==> src/assert_macros.svh <==
// Assertion macros used by the RTL of the status LED controller.
`ifndef ASSERT_MACROS_SVH
`define ASSERT_MACROS_SVH

`ifndef SYNTHESIS

// Checks that an implication holds at every clock edge outside reset.
`define ASSERT_IMPL(label, clk, rst_n, ante, cons) \
  label: assert property (@(posedge clk) disable iff (!rst_n) (ante) |-> (cons)) \
    else $error("assertion failed");

// Checks that a consequence holds in the cycle after its antecedent.
`define ASSERT_NEXT(label, clk, rst_n, ante, cons) \
  label: assert property (@(posedge clk) disable iff (!rst_n) (ante) |=> (cons)) \
    else $error("assertion failed");

// Checks that a condition holds at every clock edge outside reset.
`define ASSERT_ALWAYS(label, clk, rst_n, cond) \
  label: assert property (@(posedge clk) disable iff (!rst_n) (cond)) \
    else $error("assertion failed");

`else

`define ASSERT_IMPL(label, clk, rst_n, ante, cons)
`define ASSERT_NEXT(label, clk, rst_n, ante, cons)
`define ASSERT_ALWAYS(label, clk, rst_n, cond)

`endif

`endif

==> src/slsc_pkg.sv <==
// Constants, codes and helper functions of the status LED controller.
package slsc_pkg;

  localparam int LEVEL_W = 8;
  localparam int EVENT_W = 4;
  localparam int MODE_W = 3;
  localparam int NOTIFY_W = 2;
  localparam int PHASE_W = 5;
  localparam int IN_DATA_W = 8;
  localparam int OUT_DATA_W = 32;

  localparam logic [LEVEL_W-1:0] OK_GREEN_RESET = 8'd80;
  localparam logic [LEVEL_W-1:0] DUTY_FULL = 8'd255;
  localparam logic [PHASE_W-1:0] PHASE_LAST = 5'd19;
  localparam logic [PHASE_W-1:0] PHASE_HALF = 5'd10;
  localparam logic [PHASE_W-1:0] PHASE_PERIOD = 5'd20;
  localparam logic [PHASE_W-1:0] PULSE_ON = 5'd5;
  localparam logic [PHASE_W-1:0] PULSE_SECOND_OFF = 5'd15;

  localparam logic CMD_EVENT = 1'b0;
  localparam logic CMD_TICK = 1'b1;

  localparam logic [MODE_W-1:0] MODE_IDLE = 3'd0;
  localparam logic [MODE_W-1:0] MODE_OK = 3'd1;
  localparam logic [MODE_W-1:0] MODE_WARN = 3'd2;
  localparam logic [MODE_W-1:0] MODE_ALERT = 3'd3;
  localparam logic [MODE_W-1:0] MODE_CRITICAL = 3'd4;

  localparam logic [NOTIFY_W-1:0] NOTIFY_NONE = 2'd0;
  localparam logic [NOTIFY_W-1:0] NOTIFY_ALERT = 2'd1;
  localparam logic [NOTIFY_W-1:0] NOTIFY_CRITICAL = 2'd2;
  localparam logic [NOTIFY_W-1:0] NOTIFY_OK = 2'd3;

  localparam logic [EVENT_W-1:0] EV_HANDSET_UP = 4'd0;
  localparam logic [EVENT_W-1:0] EV_HANDSET_BACK = 4'd1;
  localparam logic [EVENT_W-1:0] EV_HANDSET_LATE = 4'd2;
  localparam logic [EVENT_W-1:0] EV_HANDSET_LOST = 4'd3;
  localparam logic [EVENT_W-1:0] EV_GW_OK = 4'd4;
  localparam logic [EVENT_W-1:0] EV_GW_STALE = 4'd5;
  localparam logic [EVENT_W-1:0] EV_GW_UNREACHABLE = 4'd6;
  localparam logic [EVENT_W-1:0] EV_BATT_LOW = 4'd7;
  localparam logic [EVENT_W-1:0] EV_BATT_OK = 4'd8;
  localparam logic [EVENT_W-1:0] EV_USB_LOST = 4'd9;
  localparam logic [EVENT_W-1:0] EV_USB_RESTORED = 4'd10;
  localparam logic [EVENT_W-1:0] EV_WIFI_UP = 4'd11;
  localparam logic [EVENT_W-1:0] EV_WIFI_DOWN = 4'd12;

  typedef struct packed {
    logic phone_healthy;
    logic gateway_healthy;
    logic battery_low;
    logic usb_missing;
    logic wifi_up;
  } flags_t;

  function automatic logic [MODE_W-1:0] derive_mode(input flags_t f);
    logic [MODE_W-1:0] m;
    if (!f.wifi_up) begin
      m = MODE_IDLE;
    end else if (f.battery_low || (f.usb_missing && !f.phone_healthy)) begin
      m = MODE_CRITICAL;
    end else if (!f.phone_healthy || !f.gateway_healthy) begin
      m = MODE_ALERT;
    end else if (f.usb_missing) begin
      m = MODE_WARN;
    end else begin
      m = MODE_OK;
    end
    return m;
  endfunction

  function automatic logic [LEVEL_W-1:0] half_breathe(input logic [PHASE_W-1:0] p);
    logic [PHASE_W-1:0] k;
    logic [LEVEL_W-1:0] full;
    k = (p < PHASE_HALF) ? p : PHASE_PERIOD - p;
    full = LEVEL_W'(k) * LEVEL_W'(25);
    return full >> 1;
  endfunction

endpackage

==> src/status_led_state_controller.sv <==
// Status LED state controller: health flags, state derivation and RGB rendering.
//
// A new input word is accepted in every cycle unless the input side stalls. A render tick
// in the input register has its result word written into the output register. A status
// event updates the flags and produces no result word. The input side stalls only when a
// render tick waits in the input register while the output register still holds a word
// that has not been taken.
// The green level is written over the cfg channel, which is always ready.
`include "assert_macros.svh"

module status_led_state_controller (
  input  logic                              clk,
  input  logic                              rst_n,
  input  logic                              cfg_valid,
  output logic                              cfg_ready,
  input  logic [slsc_pkg::LEVEL_W-1:0]      cfg_data,    // ok_green_level
  input  logic                              in_tvalid,
  output logic                              in_tready,
  input  logic [slsc_pkg::IN_DATA_W-1:0]    in_tdata,    // event_code[3:0], zero pad
  input  logic                              in_tuser,    // command
  output logic                              out_tvalid,
  input  logic                              out_tready,
  // red_duty[7:0], green_duty[15:8], blue_duty[23:16], system_state[26:24],
  // notify[28:27], zero pad
  output logic [slsc_pkg::OUT_DATA_W-1:0]   out_tdata
);
  import slsc_pkg::*;

  logic                  in_valid_r;
  logic                  cmd_r;
  logic [EVENT_W-1:0]    event_r;
  flags_t                flags_r, flags_nxt;
  logic [MODE_W-1:0]     mode_r, mode_nxt;
  logic [PHASE_W-1:0]    phase_r, phase_nxt;
  logic [LEVEL_W-1:0]    green_level_r;
  logic                  out_valid_r;
  logic [OUT_DATA_W-1:0] out_data_r, out_data_nxt;
  logic                  advance;
  logic                  load_out;
  logic                  pulse;
  logic [LEVEL_W-1:0]    breathe;
  logic [LEVEL_W-1:0]    red, green, blue;
  logic [NOTIFY_W-1:0]   notify;

  assign advance   = in_valid_r && (cmd_r == CMD_EVENT || !out_valid_r || out_tready);
  assign load_out  = advance && cmd_r == CMD_TICK;
  assign in_tready = !in_valid_r || advance;
  assign cfg_ready = 1'b1;
  assign out_tvalid = out_valid_r;
  assign out_tdata  = out_data_r;

  always_comb begin
    flags_nxt = flags_r;
    if (advance && cmd_r == CMD_EVENT) begin
      case (event_r)
        EV_HANDSET_UP, EV_HANDSET_BACK:       flags_nxt.phone_healthy = 1'b1;
        EV_HANDSET_LOST:                      flags_nxt.phone_healthy = 1'b0;
        EV_GW_OK:                             flags_nxt.gateway_healthy = 1'b1;
        EV_GW_STALE, EV_GW_UNREACHABLE:       flags_nxt.gateway_healthy = 1'b0;
        EV_BATT_LOW:                          flags_nxt.battery_low = 1'b1;
        EV_BATT_OK:                           flags_nxt.battery_low = 1'b0;
        EV_USB_LOST:                          flags_nxt.usb_missing = 1'b1;
        EV_USB_RESTORED:                      flags_nxt.usb_missing = 1'b0;
        EV_WIFI_UP:                           flags_nxt.wifi_up = 1'b1;
        EV_WIFI_DOWN:                         flags_nxt.wifi_up = 1'b0;
        default:                              flags_nxt = flags_r;
      endcase
    end
  end

  always_comb begin
    mode_nxt = derive_mode(flags_r);
    notify = NOTIFY_NONE;
    if (mode_nxt != mode_r) begin
      case (mode_nxt)
        MODE_ALERT:    notify = NOTIFY_ALERT;
        MODE_CRITICAL: notify = NOTIFY_CRITICAL;
        MODE_OK:       notify = NOTIFY_OK;
        default:       notify = NOTIFY_NONE;
      endcase
    end
    pulse = (phase_r < PULSE_ON) || (phase_r >= PHASE_HALF && phase_r < PULSE_SECOND_OFF);
    breathe = half_breathe(phase_r);
    red = '0;
    green = '0;
    blue = '0;
    case (mode_nxt)
      MODE_IDLE:  blue = pulse ? DUTY_FULL : '0;
      MODE_OK:    green = green_level_r;
      MODE_WARN: begin
        red = breathe;
        green = breathe;
      end
      MODE_ALERT: red = pulse ? DUTY_FULL : '0;
      default:    red = DUTY_FULL;
    endcase
    out_data_nxt = {3'b000, notify, mode_nxt, blue, green, red};
    phase_nxt = (phase_r == PHASE_LAST) ? '0 : phase_r + 1'b1;
  end

  always_ff @(posedge clk) begin
    if (!rst_n) begin
      in_valid_r    <= 1'b0;
      out_valid_r   <= 1'b0;
      flags_r       <= '0;
      mode_r        <= MODE_IDLE;
      phase_r       <= '0;
      green_level_r <= OK_GREEN_RESET;
    end else begin
      if (in_tready) begin
        in_valid_r <= in_tvalid;
      end
      if (load_out) begin
        out_valid_r <= 1'b1;
      end else if (out_tready) begin
        out_valid_r <= 1'b0;
      end
      flags_r <= flags_nxt;
      if (load_out) begin
        mode_r  <= mode_nxt;
        phase_r <= phase_nxt;
      end
      if (cfg_valid && cfg_ready) begin
        green_level_r <= cfg_data;
      end
    end
  end

  always_ff @(posedge clk) begin
    if (in_tready) begin
      cmd_r   <= in_tuser;
      event_r <= in_tdata[EVENT_W-1:0];
    end
    if (load_out) begin
      out_data_r <= out_data_nxt;
    end
  end

  `ASSERT_ALWAYS(a_phase_range, clk, rst_n, phase_r < PHASE_PERIOD)
  `ASSERT_IMPL(a_stall_cause, clk, rst_n, !in_tready,
               in_valid_r && cmd_r == CMD_TICK && out_valid_r && !out_tready)
  `ASSERT_NEXT(a_state_tracks, clk, rst_n, load_out,
               out_tvalid && out_tdata[26:24] == mode_r)
  `ASSERT_IMPL(a_notify_match, clk, rst_n, out_tvalid && out_tdata[28:27] == NOTIFY_OK,
               out_tdata[26:24] == MODE_OK)

endmodule
==> config.mk <==
export PLATFORM = sky130hd
export DESIGN_NAME = status_led_state_controller
export DESIGN_NICKNAME = d
export VERILOG_FILES = /design/src/slsc_pkg.sv /design/src/status_led_state_controller.sv
export VERILOG_INCLUDE_DIRS = /design/src /design/src/src
export SDC_FILE = /design/constraint.sdc
export NUM_CORES = 1
export LEC_CHECK = 0
export ABC_CLOCK_PERIOD_IN_PS = 4200
export BUFFER_PORTS_ARGS = -buffer_cell sky130_fd_sc_hd__clkbuf_2
export CORE_ASPECT_RATIO = 1.25
export CORE_MARGIN = 10
export CORE_UTILIZATION = 49
export DETAILED_ROUTE_END_ITERATION = 10
export PLACE_DENSITY = 0.73
export SETUP_SLACK_MARGIN = 0.05
export SYNTH_ARGS = -nofsm -noshare
export SYNTH_HDL_FRONTEND = slang
export SYNTH_SLANG_ARGS = --single-unit
==> constraint.sdc <==
create_clock -name clk -period 4.2 [get_ports clk]
set_clock_uncertainty 0.1 [all_clocks]
set_input_delay 0.42 -clock clk [delete_from_list [all_inputs] [get_ports clk]]
set_output_delay 0.42 -clock clk [all_outputs]
set_load 0.01 [all_outputs]
Word level (Yosys, flattened, before mapping) --
Cells that the tools add are included.
Storage, ports and cells: register bits after elaboration 57, input bits 22, output and inout bits 35, word-level logic and storage cells 88
Operators by class: add/subtract/negate cells 2, multiply operators 1, $lt $le $gt $ge 4, eq/ne operators 17, mux-type cells 17, bitwise gates (word level) 1, reduce and logical (&&, ||, !) cells 31
Operators with widths (number):
- case mux 8 bit (3 select lines) | 1
- == test 4 bit (second input constant) | 5
- == test 4 x 3 -> 1 bit (second input constant) | 4
- case mux 8 bit (2 select lines) | 1
- nonzero test 2 bit | 6
- < comparator 5 x 4 -> 1 bit (second input constant) | 2
- two-way mux 5 bit | 2
- case mux 1 bit (2 select lines) | 5
- AND reduction 2 bit | 5
- multiplier 5 x 5 -> 8 bit (second input constant) | 1
- two-way mux 8 bit | 1
- == test 3 x 2 -> 1 bit (second input constant) | 2
- logical OR 1 bit | 6
- two-way mux 3 bit | 2
- case mux 2 bit (3 select lines) | 1
- OR reduction 2 bit | 3
- adder 5 x 1 -> 5 bit (second input constant) | 1
- == test 5 bit (second input constant) | 1
- greater-or-equal comparator 5 x 4 -> 1 bit (second input constant) | 1
- logical AND 1 bit | 5
- < comparator 5 x 3 -> 1 bit (second input constant) | 1
- subtractor 5 bit (first input constant) | 1
- == test 4 x 1 -> 1 bit (second input constant) | 1
- == test 4 x 2 -> 1 bit (second input constant) | 1
- other kinds (9) | 14

Logic depth before layout (Yosys ltp) --
depth in word-level cells 8, gate-level depth with buffers 12, mapped depth without buffers 12

Worst setup path before layout --
Ideal clock, no wire load.
path type register -> register, start point register phase_r[0], end point register out_data_r[6] (netlist: out_tdata[6]), data pin, setup time 0.271 ns, data arrival time 2.619 ns, data required time 3.829 ns, setup slack 1.210 ns, cell stages (with the launch flop) 13, path buffers 0, clock period less this slack 2.990 ns, cells stage by stage dfxtp_1 > inv_1 > ha_1 > nor2b_1 > o22a_1 > ha_1 > ha_1 > ha_1 > a21oi_1 > nor2b_1 > xnor3_1 > xnor2_1 > o21ai_1
On the way: word-level cells in the longest chain between the ends 5, elaborated cells between the ends (all ways) 11, classes of those cells add/sub (1); mul (1); order compare (4); mux (3); reduce/logical (2)
RTL lines:
- from (decl) | line status_led_state_controller.sv:34 | logic [PHASE_W-1:0] phase_r, phase_nxt;
- from (signal assigned) | line status_led_state_controller.sv:121 | phase_r <= phase_nxt;
- branches (longest 4 deep; another with multiplier 5 x 5 -> 8 bit)
- case mux 8 bit (3 select lines) (*) | line status_led_state_controller.sv:87 | case (mode_nxt)
- via red[6] | line status_led_state_controller.sv:42 | logic [LEVEL_W-1:0] red, green, blue;
- to (signal assigned) | line status_led_state_controller.sv:135 | out_data_r <= out_data_nxt;
- to (decl) | line status_led_state_controller.sv:37 | logic [OUT_DATA_W-1:0] out_data_r, out_data_nxt;
Mark *: on every way through the listed nets, which the timed path passes. A chain may end at the register's enable or synchronous reset.

Worst setup path in the final report --
Same ends and word-level chain as after synthesis.

==> results.py <==
metrics = {
    "clock_network": {
        "cts_buffers": 5,
        "cts-htree-levels": 2,
        "clock-root-buffer": "clkbuf_8",
        "hold_buffers": 0,
        "clkTransAtPathRegs_ns": 0.09,
        "cts_resized": 0,
        "post_cts_buffers": 0,
        "clkLatencyLatePin_ns": 0.31,
        "cts_sinks": 50,
        "cts_tree": "built",
        "clockBufferDepth": 2,
    },
    "synth": {
        "synthArstFlopShare_pct": 0,
        "synth-seq-cells": 50,
        "syn_area_per_cell_sq_um": 10.8,
        "syn-instance-count": 233,
        "synth-seq-area-share_pct": 50.7,
        "synth_area_leaders": "edfxtp_1, dfxtp_1, ha_1, nand2_1, mux2i_1",
        "synth.distinct_cells": 47,
        "synth_top_area_share_pct": 32.3,
        "ys.flop_type": "edfxtp_1",
        "synth-edff-count": 27,
        "yosys_warnings": 0,
        "yosysTopAreaCell": "edfxtp_1",
        "syn_area_sq_um": 2510,
    },
    "timing": {
        "rsz0062_at_grt": "no",
        "min_period_ns": 3.27,
        "finalHoldViolations": 0,
        "worst_slack_ns": 0.935,
        "slew_headroom_pct": 51.4,
        "fmax_ghz": 0.306,
        "timing.final.crit_share_pct": 77.7,
        "finalMaxSlewViolations": 0,
        "setup-tns-final_ns": 0,
        "worst_pin_slew_ns": 0.724,
        "final-setup-viol-count": 0,
    },
    "placement": {
        "gp_congestion": 0.846,
        "port_buffers": 48,
        "hpwl_um": 3610,
        "dp_slack_ns": 0.921,
        "dp_cells": 329,
    },
    "global_routing": {
        "grt-ovfl-total": 0,
        "track_usage_pct": 11.1,
        "grt_max_degree": 21,
        "grt_pass1_wl_um": 7750,
        "grt_antenna_before_repair": 0,
        "grt_pass1_vias": 1656,
    },
    "layout": {
        "nNetsFinal": 310,
        "drive_gt1_share_pct": 24.7,
        "finalNonFillerCells": 337,
        "diodes": 0,
        "finish.utilization_pct": 56.4,
        "area_delta_synth_final_pct": 12.7,
    },
    "floorplanning": {
        "row_count": 29,
        "core-area_sq_um": 5010,
        "dieArea_sq_um": 8400,
        "start_util_pct": 50.1,
        "io_pins": 57,
        "die_h_um": 100,
        "die_w_um": 84,
    },
    "worst_hold_path": {
        "min_path_type": "in2reg",
    },
    "drt": {
        "firstDrtPassIters": 4,
        "drc": 0,
        "dr.first_iter.drc_count": 67,
        "drt_wl_total_um": 4530,
        "wl_per_cell_um": 13.4,
        "via_count": 1697,
        "via_per_inst": 5.04,
        "drtAntennaViolNets": 0,
    },
    "power": {
        "switching_share_pct": 23.4,
        "power.switching_mw": 0.207,
        "peakVddDrop_mv": 0.265,
        "clkPwrFrac_pct": 33.0,
        "comb_power_share_pct": 6.0,
        "leakage_nw": 1.25,
        "p_seq_share_pct": 61.0,
        "powerDensity_nw_per_um2": 312,
        "p_int_mw": 0.676,
    },
    "critical_path": {
        "cp-start-kind": "register",
        "cp-end-kind": "register",
        "path_class": "reg2reg",
        "crit_fanout": 8,
        "rrSetupSlack_ns": 0.93,
        "arrival_ns": 3.21,
        "cp.required_ns": 4.14,
    },
    "job": {
        "cap_violations": 0,
    },
    "outcome": {
        "outcome": "complete, no violations",
    },
}
-- logic make-up after synthesis --
group           synth area share (%)
simple gates                    16.9
buf+inv                         5.83
fa+ha+maj                       7.73
other cells                    0.299
mux                             4.99
flops                           50.7
xor+xnor                        4.39
compound gates                  9.23
-- area by class of cell --
cell class                      count  area [sq um]
Clock inverter                      3          28.8
Clock buffer                        5          68.8
Multi-Input combinational cell    159          1100
Fill cell                         445          2180
Inverter                            9          33.8
Timing Repair Buffer               49           248
Tap cell                           62          77.6
Sequential cell                    50          1270
-- registers in the layout (all words and copies together), names as in the netlist --
name	flops
cmd_r	1
event_r	4
flags_r	5
green_level_r	8
in_valid_r	1
mode_r	3
out_tdata	22
out_tvalid	1
phase_r	5
-- stage by stage --
stage               cell area, sq um  power (mW)  hold slack [ns]
floorplan                       2520       0.585            0.341
global placement                2730       0.602            0.356
detailed placement              2730       0.603            0.364
CTS                             2830       0.891            0.176
global route                    2830       0.918            0.170
finish                          2830       0.882            0.185
-- final timing paths --
check / depth (start not counted) / to / startpoint
max: 12 / out_tdata[6] / phase_r[0]
min: 1 / event_r[3] / in_tdata[3]
max reg2reg: 12 / out_tdata[6] / phase_r[0]
min reg2reg: 2 / green_level_r[4] / green_level_r[4]
-- cell usage in the layout (no fill, tap or decap), types with 7 or more instances in the layout --
master and n:
a21boi_0 7, dfxtp_1 23, clkbuf_2 48, nor2b_1 17
inv_1 8, ha_1 13, edfxtp_1 27, nor2_1 14
nand2_1 32, mux2i_1 11
-- critical path, cell delays in order, from the launching register on --
cell	delay (ns)
dfxtp_1	0.53
inv_1	0.11
ha_1	0.32
nor2_1	0.05
a31oi_1	0.28
ha_1	0.30
ha_1	0.34
ha_1	0.29
a21oi_1	0.05
nor2b_1	0.12
xnor3_1	0.25
xnor2_1	0.19
o21ai_1	0.08
-- layer usage --
layer | wire length [um] | vias up | share of wire, % | GRT usage, %
met1 | 1850 | 780 | 41 | 11.5
met2 | 2340 | 36 | 52 | 19.8
met4 | 79 | 0 | 1.7 | 4.90
met3 | 261 | 7 | 5.8 | 3.73
li1 | - | 874 | - | -
met5 | 0 | - | 0 | 0
-- cell usage after synthesis (2+ instances only) --
cell type,number
a21boi_0,7
a21o_1,2
a21oi_1,6
buf_4,13
clkbuf_1,4
conb_1,2
dfxtp_1,23
edfxtp_1,27
ha_1,13
inv_1,8
mux2i_1,11
nand2_1,32
nand2b_1,4
nand3_1,3
nand4_1,2
nor2_1,14
nor2b_1,17
nor3_1,2
o21ai_0,4
o21ai_1,2
o41ai_1,2
or3_1,2
xnor2_1,6
xor2_1,4
-- power groups by stage --
stage               sequential, mW  combinational (mW)  clock, mW
finish                       0.539              0.0525      0.291
global route                 0.541              0.0598      0.318
CTS                          0.539              0.0535      0.299
detailed placement           0.550              0.0533          0
global placement             0.549              0.0525          0
floorplan                    0.550              0.0349          0
Note: power is estimated with default switching activity, not from simulation.
